==> src/rtl/cle_pkg.sv <==
// cle_pkg: shared types and constants of the console line editor
// no dependencies; imported by cle_edit and console_line_editor
package cle_pkg;

  // configuration register indexes
  localparam logic REG_LINE_CAPACITY = 1'b0;
  localparam logic REG_IDLE_LIMIT    = 1'b1;

  // reset values of the configuration registers
  localparam logic [8:0]  LINE_CAPACITY_RESET = 9'd64;
  localparam logic [15:0] IDLE_LIMIT_RESET    = 16'd2000;

  // terminal bytes
  localparam logic [7:0] CH_BS    = 8'h08;
  localparam logic [7:0] CH_DEL   = 8'h7f;
  localparam logic [7:0] CH_SPACE = 8'h20;
  localparam logic [7:0] CH_CR    = 8'h0d;
  localparam logic [7:0] CH_LF    = 8'h0a;

  // input item kinds
  localparam logic KIND_BYTE = 1'b0;
  localparam logic KIND_TICK = 1'b1;

  // result kinds
  localparam logic [1:0] RK_STORE = 2'd0;
  localparam logic [1:0] RK_ECHO  = 2'd1;
  localparam logic [1:0] RK_READY = 2'd2;
  localparam logic [1:0] RK_ABORT = 2'd3;

  // pending result run codes
  localparam logic [1:0] RUN_STORE   = 2'd0;
  localparam logic [1:0] RUN_ERASE   = 2'd1;
  localparam logic [1:0] RUN_NEWLINE = 2'd2;
  localparam logic [1:0] RUN_ABORT   = 2'd3;

  typedef struct packed {
    logic       kind;
    logic [7:0] rx_byte;
  } in_word_t;

  typedef struct packed {
    logic [1:0] result_kind;
    logic [7:0] out_byte;
    logic [7:0] position;
    logic       last_of_run;
  } out_word_t;

  typedef struct packed {
    logic [7:0]  line_length;
    logic        swallow_linefeed;
    logic [15:0] idle_count;
  } edit_state_t;

  // one run of result words caused by a single item
  typedef struct packed {
    logic [1:0] code;
    logic [7:0] data;
    logic [7:0] position;
  } run_t;

endpackage

==> src/rtl/cle_edit.sv <==
// cle_edit: next line state and pending result run for one input item
// depends on cle_pkg
module cle_edit (
  input  cle_pkg::in_word_t    item,
  input  cle_pkg::edit_state_t cur,
  input  logic [7:0]           accept_limit,
  input  logic [15:0]          idle_limit,
  output cle_pkg::edit_state_t nxt,
  output logic                 run_valid,
  output cle_pkg::run_t        run
);
  import cle_pkg::*;

  logic [15:0] idle_inc;
  logic [7:0]  c;

  assign c        = item.rx_byte;
  assign idle_inc = (cur.idle_count == 16'hffff) ? 16'hffff : cur.idle_count + 16'd1;

  always_comb begin
    nxt          = cur;
    run_valid    = 1'b0;
    run.code     = RUN_STORE;
    run.data     = c;
    run.position = cur.line_length;
    if (item.kind == KIND_TICK) begin
      if (cur.line_length == 8'd0) begin
        nxt.idle_count = 16'd0;
      end else if (idle_inc >= idle_limit) begin
        run_valid    = 1'b1;
        run.code     = RUN_ABORT;
        nxt          = '0;
      end else begin
        nxt.idle_count = idle_inc;
      end
    end else begin
      nxt.idle_count       = 16'd0;
      nxt.swallow_linefeed = 1'b0;
      if (cur.swallow_linefeed && c == CH_LF) begin
        // lf right after cr is dropped
      end else if (c == CH_BS || c == CH_DEL) begin
        if (cur.line_length != 8'd0) begin
          run_valid       = 1'b1;
          run.code        = RUN_ERASE;
          nxt.line_length = cur.line_length - 8'd1;
        end
      end else if (c == CH_CR || c == CH_LF) begin
        run_valid            = 1'b1;
        run.code             = RUN_NEWLINE;
        nxt.swallow_linefeed = (c == CH_CR);
        nxt.line_length      = 8'd0;
      end else if (c >= CH_SPACE && cur.line_length < accept_limit) begin
        run_valid       = 1'b1;
        run.code        = RUN_STORE;
        nxt.line_length = cur.line_length + 8'd1;
      end
    end
  end

endmodule

==> src/rtl/console_line_editor.sv <==
// console_line_editor: serial console line editor with echo, top level
// depends on cle_pkg and cle_edit
//
// Takes one word per cycle unless in_stall is high: a received terminal byte
// or an idle tick. Each word is first caught in an input register, then run
// through the editor logic, which updates the line state and leaves its results
// in a run register; the output side emits that run one word per cycle while
// out_stall is low. A printable byte gives one word if the line has room,
// backspace/DEL on a non-empty line and CR/LF give three (not an LF right
// after a CR), an idle abort gives one, everything else gives none. Input words
// are taken back to back as long as each causes at most one result and the
// receiver does not stall; a three-word run holds up the words behind it, so
// the sustained rate is set by the single output port. The input register lets
// the next word in while a run is still draining. Configuration writes are
// always ready and should only be issued while no word is in flight.
module console_line_editor #(
  parameter int MAX_LINE = 256
) (
  input  logic                clk,
  input  logic                rst,
  input  logic                in_valid,
  output logic                in_stall,
  input  cle_pkg::in_word_t   in_data,
  output logic                out_valid,
  input  logic                out_stall,
  output cle_pkg::out_word_t  out_data,
  input  logic                cfg_valid,
  output logic                cfg_ready,
  input  logic                cfg_index,
  input  logic [15:0]         cfg_data
);
  import cle_pkg::*;

  // hard limit on accepted characters from the buffer size and the 8-bit length
  localparam int MaxLimInt = (MAX_LINE - 1 > 255) ? 255 : MAX_LINE - 1;
  localparam logic [8:0] MaxLim = 9'(MaxLimInt);

  // configuration registers
  logic [8:0]  line_capacity;
  logic [15:0] idle_limit;

  // input register
  logic        item_valid;
  in_word_t    item;

  // line state
  edit_state_t state;
  edit_state_t state_next;

  // pending run and its word counter
  logic        run_valid;
  run_t        run;
  logic [1:0]  step;
  logic        run_load;
  run_t        run_new;

  logic [8:0]  cap_m1;
  logic [8:0]  limit9;
  logic [7:0]  accept_limit;
  logic        out_take;
  logic        out_last;
  logic        slot_free;
  logic        item_move;

  assign cfg_ready = 1'b1;

  always_ff @(posedge clk) begin
    if (rst) begin
      line_capacity <= LINE_CAPACITY_RESET;
      idle_limit    <= IDLE_LIMIT_RESET;
    end else if (cfg_valid) begin
      case (cfg_index)
        REG_LINE_CAPACITY: line_capacity <= cfg_data[8:0];
        REG_IDLE_LIMIT:    idle_limit    <= cfg_data;
        default: ;
      endcase
    end
  end

  // accept limit is the smallest of capacity - 1, MAX_LINE - 1 and 255
  assign cap_m1       = (line_capacity == 9'd0) ? 9'd0 : line_capacity - 9'd1;
  assign limit9       = (cap_m1 > MaxLim) ? MaxLim : cap_m1;
  assign accept_limit = limit9[7:0];

  // output side: one word of the run per cycle while out_stall is low
  assign out_last = (run.code == RUN_STORE) || (run.code == RUN_ABORT) || (step == 2'd2);
  assign out_take = run_valid && !out_stall;
  // the run register can take a new run now
  assign slot_free = !run_valid || (out_take && out_last);
  // the held word goes through the editor this cycle
  assign item_move = item_valid && slot_free;
  assign in_stall  = item_valid && !slot_free;

  always_ff @(posedge clk) begin
    if (rst) begin
      item_valid <= 1'b0;
    end else begin
      item_valid <= (in_valid && !in_stall) || (item_valid && !item_move);
    end
  end

  always_ff @(posedge clk) begin
    if (in_valid && !in_stall) begin
      item <= in_data;
    end
  end

  cle_edit u_edit (
    .item         (item),
    .cur          (state),
    .accept_limit (accept_limit),
    .idle_limit   (idle_limit),
    .nxt          (state_next),
    .run_valid    (run_load),
    .run          (run_new)
  );

  // line state advances when the held word is processed
  always_ff @(posedge clk) begin
    if (rst) begin
      state <= '0;
    end else if (item_move) begin
      state <= state_next;
    end
  end

  always_ff @(posedge clk) begin
    if (rst) begin
      run_valid <= 1'b0;
      step      <= 2'd0;
    end else if (item_move) begin
      run_valid <= run_load;
      step      <= 2'd0;
    end else if (out_take) begin
      // last word of the run leaves the register empty
      if (out_last) begin
        run_valid <= 1'b0;
      end else begin
        step <= step + 2'd1;
      end
    end
  end

  always_ff @(posedge clk) begin
    if (item_move && run_load) begin
      run <= run_new;
    end
  end

  // result word for the current step of the run
  always_comb begin
    out_data.result_kind = RK_ECHO;
    out_data.out_byte    = 8'd0;
    out_data.position    = 8'd0;
    out_data.last_of_run = out_last;
    case (run.code)
      RUN_STORE: begin
        out_data.result_kind = RK_STORE;
        out_data.out_byte    = run.data;
        out_data.position    = run.position;
      end
      RUN_ERASE: begin
        // backspace, space, backspace
        out_data.out_byte = (step == 2'd1) ? CH_SPACE : CH_BS;
      end
      RUN_NEWLINE: begin
        case (step)
          2'd0:    out_data.out_byte = CH_CR;
          2'd1:    out_data.out_byte = CH_LF;
          default: begin
            out_data.result_kind = RK_READY;
            out_data.position    = run.position;
          end
        endcase
      end
      default: begin
        out_data.result_kind = RK_ABORT;
        out_data.position    = run.position;
      end
    endcase
  end

  assign out_valid = run_valid;

  // line never grows past the hard limit
  a_len_limit: assert property (@(posedge clk) disable iff (rst)
    {1'b0, state.line_length} <= MaxLim)
    else $error("line length beyond limit");

  // an empty line carries no idle count
  a_idle_empty: assert property (@(posedge clk) disable iff (rst)
    (state.line_length == 8'd0) |-> (state.idle_count == 16'd0))
    else $error("idle count on empty line");

  // single-word runs never advance their counter, multi-word runs stop at three
  a_step_range: assert property (@(posedge clk) disable iff (rst)
    run_valid |-> (step != 2'd3) &&
      ((run.code == RUN_ERASE) || (run.code == RUN_NEWLINE) || (step == 2'd0)))
    else $error("run word counter out of range");

  // a finished run with nothing behind it leaves the output empty
  a_run_done: assert property (@(posedge clk) disable iff (rst)
    (out_take && out_last && !item_valid) |=> !out_valid)
    else $error("run repeated after last word");

endmodule

==> config.mk <==
export PLATFORM = sky130hd
export DESIGN_NAME = console_line_editor
export DESIGN_NICKNAME = d
export VERILOG_FILES = /design/src/rtl/cle_pkg.sv /design/src/rtl/cle_edit.sv /design/src/rtl/console_line_editor.sv
export SDC_FILE = /design/constraint.sdc
export NUM_CORES = 1
export LEC_CHECK = 0
export ABC_AREA = 1
export BUFFER_PORTS_ARGS = -buffer_cell sky130_fd_sc_hd__clkbuf_2
export CAP_MARGIN = 5
export CELL_PAD_IN_SITES_DETAIL_PLACEMENT = 0
export CELL_PAD_IN_SITES_GLOBAL_PLACEMENT = 1
export CORE_MARGIN = 2
export CORE_UTILIZATION = 47
export CTS_CLUSTER_SIZE = 25
export DETAILED_ROUTE_END_ITERATION = 7
export PLACE_DENSITY = 0.86
export SETUP_SLACK_MARGIN = 0.15
export SLEW_MARGIN = 5
export SYNTH_ARGS = -nofsm -noshare
export SYNTH_HDL_FRONTEND = slang
export SYNTH_SLANG_ARGS = --single-unit
==> constraint.sdc <==
create_clock -name clk -period 5.67 [get_ports clk]
set_clock_uncertainty 0.05 [all_clocks]
set_input_delay 0.567 -clock clk [delete_from_list [all_inputs] [get_ports clk]]
set_output_delay 0.567 -clock clk [all_outputs]
set_load 0.05 [all_outputs]
==> results.md <==
* Outcome: finished, final reports clean
* Top-area cell type share of the netlist area at 22.2%
* Count of final setup violators at 0
* Post-synth net total at 700
* Placed Area at 5210 sq um
* Post-CTS Setup Inserts at 0
* Hpwl dp at about 8 mm
* Slowest Stage Delay on Critical Path at 520 ps
* 1st-iter DRT viols at 169
* Total Wirelength at between 10 and 15 mm
* IO buf count at 51
* First-pass GRT wire length at between 15 and 20 mm
* Routed Antenna Nets at 0
* P&R area growth vs syn at 11.2%
* Hold_sp: in_data[0]
* Netlist Area Pre-Place at around 4900 sq um
* Final hold violation count at 0
* All-Layer GR Usage at a little under 20%
* Antenna violations before repair at 0
* Insertion delay to the later sink of the worst-skew pair at 350 ps
* Ports at 53
* Max Clock Freq at roughly 0.23 GHz
* CTS buffer count at 9
* Clk slew on worst S/H paths at roughly 90 ps
* Multi-input logic area at 2410 sq um
* Hold Path End: item[0]
* Register area share after synthesis at about two fifths
* Hold buffer count at CTS at 0
* Worst Setup End Kind: flop
* Design Power at 1.28 mW
* Worst r2r path cells at 21
* Post-synth top area cell: dfxtp_1
* Max VDD drop at 0.000151 V
* Register bit total from synthesis at around 80
* FF+latch area at around 1900 sq um
* Critical-path cell list: ha_1 > nand3_1 > nor3_2 > inv_1 > nor2_1 > inv_1 > nor3_4 > inv_2 > and3_1 > inv_1 > ha_1 > nand2_1 > inv_1 > nand3_1 > nor3_1 > nand3_1 > nand3_1 > a21oi_1 > nor2_2 > nand3_4 > inv_1
* MaxCap Viol Count at 0
* Largest net degree at the start of global routing at 37
* Worst slack, placed at 1340 ps
* Number of synthesized flops with an enable pin at 27
* Critical Path RT at 5600 ps
* Area contributors post-synth: dfxtp_1, edfxtp_1, ha_1
* Drt drc at 0
* Via density at 5.03
* Post-Synthesis Cells at 633
* Syn Area/Cell at 7.69 sq um
* Grt total ovfl at 0
* TritonCTS Sinks at 81
* RR Startpoint: state[0]
* Placement row count at 37
* Hold Crit Class: in2reg
* TritonCTS clock tree: done
* Cts repair resizes at 0
* Pre-antenna DRT Iters at 4
* Vias in the first global route at approximately 3,800
* Final Max Tran Viols at 0
* Crit path setup slack, layout at between 1000 and 1500 ps
* Slew HR at 37.8%
* YS warnings at 0
* Die height at 106 um
* Hold depth at 1
* Final Critical Period at between 4000 and 5000 ps
* Antenna Cells at 0
* H-tree levels at 3
* Worst Path Arrival at 4310 ps
* Pwr Density at roughly 240 nW/um^2
* FF-to-FF End: run[6]
* Core ar. at 10,200 sq um
* Initial core utilization at 47.8%
* Design Area, Final at 5410 sq um
* Root buffer cell: clkbuf_8
* Share of layout cells above drive strength 1 at 15.6%
* Netlist cell types at 44
* Synth async-reset ratio at 0%
* Critical path class: reg2reg
* Most frequent CP cell: inv_1
* Hold WS at ~340 ps
* CP max FO at 18
* R2R setup slack at 1290 ps
* Leakage power at 2.54 nW
* Number of filler cells placed in the layout at 1,009
* CP Launch Type: flop
* Drt wl/cell at 12.6 um
* RePlAce Congestion at 0.920
* Clock Tree Buf Depth at 2
* RSZ-0062 raised after global routing: false
* Die area at 11,200 sq um
* Die span in x at 106 um
* Setup TNS Final at 0 ps
* Final net count at 746
* Crit path max-delay cell type: inv_1
* Worst Max-Slew Pin Slew at 928 ps
* Synth Flop Type: dfxtp_1
* Period utilisation layout at 77.2%
* Via count at 4,125
==> stage by stage <==
stage | util [%] | instances
after detailed placement | 51.1 | 804
after global placement | 51.1 | 804
after floorplan | - | 633
after CTS | 53.1 | 820
final | 53.1 | 820
after global routing | 53.1 | 820
==> state kept, by name, indices dropped and copies added, names as in the netlist <==
register	count
state	25
item	9
out_valid	1
step	2
item_valid	1
idle_limit	16
line_capacity	9
run	18
==> area by class of cell <==
| cell class | count | share of cell area [%] |
|---|---|---|
| timing repair buffer | 51 | 4.72 |
| multi-input combinational | 409 | 44.6 |
| tap | 136 | 3.15 |
| clock inverter | 7 | 1.43 |
| inverter | 127 | 8.81 |
| clock buffer | 9 | 2.29 |
| sequential | 81 | 35.0 |
==> layer usage <==
layer / share of wire, % / global-route usage [%]
met1: 47 / 26.2
met2: 46 / 31.5
met3: 4.6 / 3.46
met4: 1.8 / 7.14
met5: 0 / 0
==> worst max-delay path: cells and delay by family (launching register included) <==
kind / cells / cell delay (ps)
and+or+nand+nor: 12 / 2230
DFF: 1 / 370
buffers and inverters: 6 / 930
AOI/OAI and AO/OA: 1 / 110
adders and majority gates: 2 / 330
==> cells by family (layout without fill, tap and decap cells) <==
| kind of cell | Yosys count | in the layout | synth area share, % |
|---|---|---|---|
| simple gates | 227 | 227 | 22.4 |
| other cells | 1 | 1 | 0.0771 |
| flops | 81 | 81 | 38.9 |
| xor+xnor | 20 | 20 | 3.60 |
| buf+inv | 143 | 194 | 11.5 |
| compound gates | 125 | 125 | 14.3 |
| fa+ha+maj | 36 | 36 | 9.26 |
==> power by group <==
| group | internal, mW | switching [mW] | leakage (nW) | total, mW |
|---|---|---|---|---|
| combinational | 0.0682 | 0.138 | 1.75 | 0.206 |
| sequential | 0.626 | 0.0182 | 0.697 | 0.644 |
| clock | 0.207 | 0.226 | 0.0938 | 0.434 |
| total | 0.901 | 0.383 | 2.54 | 1.28 |
==> layout by cell type, fill, tap and decap left out, drive strengths merged, types with 2 or more instances in the layout <==
cell      Yosys  layout
nand2        94      94
o22ai        14      14
nand4        10      10
nand3b        2       2
xor2         18      18
nor2         67      67
edfxtp       27      27
or2           2       2
o21ai        50      50
clkinvlp      0       3
ha           36      36
clkbuf        8      60
nor3         13      13
nor4          2       2
a21oi        45      45
clkinv        2       3
dfxtp        54      54
inv         125     127
xnor2         2       2
nand3        34      34
o211ai       10      10
==> worst max-delay path by stage <==
stage / startpoint / slack, ps / to / depth (start not counted)
floorplan: state[0] / 1990 / run[0] / 22
global placement: state[0] / 1570 / run[7] / 21
detailed placement: state[0] / 1340 / run[3] / 21
CTS: state[0] / 1290 / run[6] / 21
global route: state[0] / 780 / run[6] / 21
finish: state[0] / 1290 / run[6] / 21
==> synthesized netlist by cell type, drive strengths merged, types with 2 or more instances <==
library cell and instances:
nand4 10, inv 125, edfxtp 27, o22ai 14
nor4 2, o21ai 50, clkbuf 8, xnor2 2
buf 8, nand2 94, ha 36, xor2 18
nor3 13, nand3b 2, clkinv 2, a21oi 45
nor2 67, o211ai 10, or2 2, dfxtp 54
nand3 34
Power figures use the tool's default switching activity.
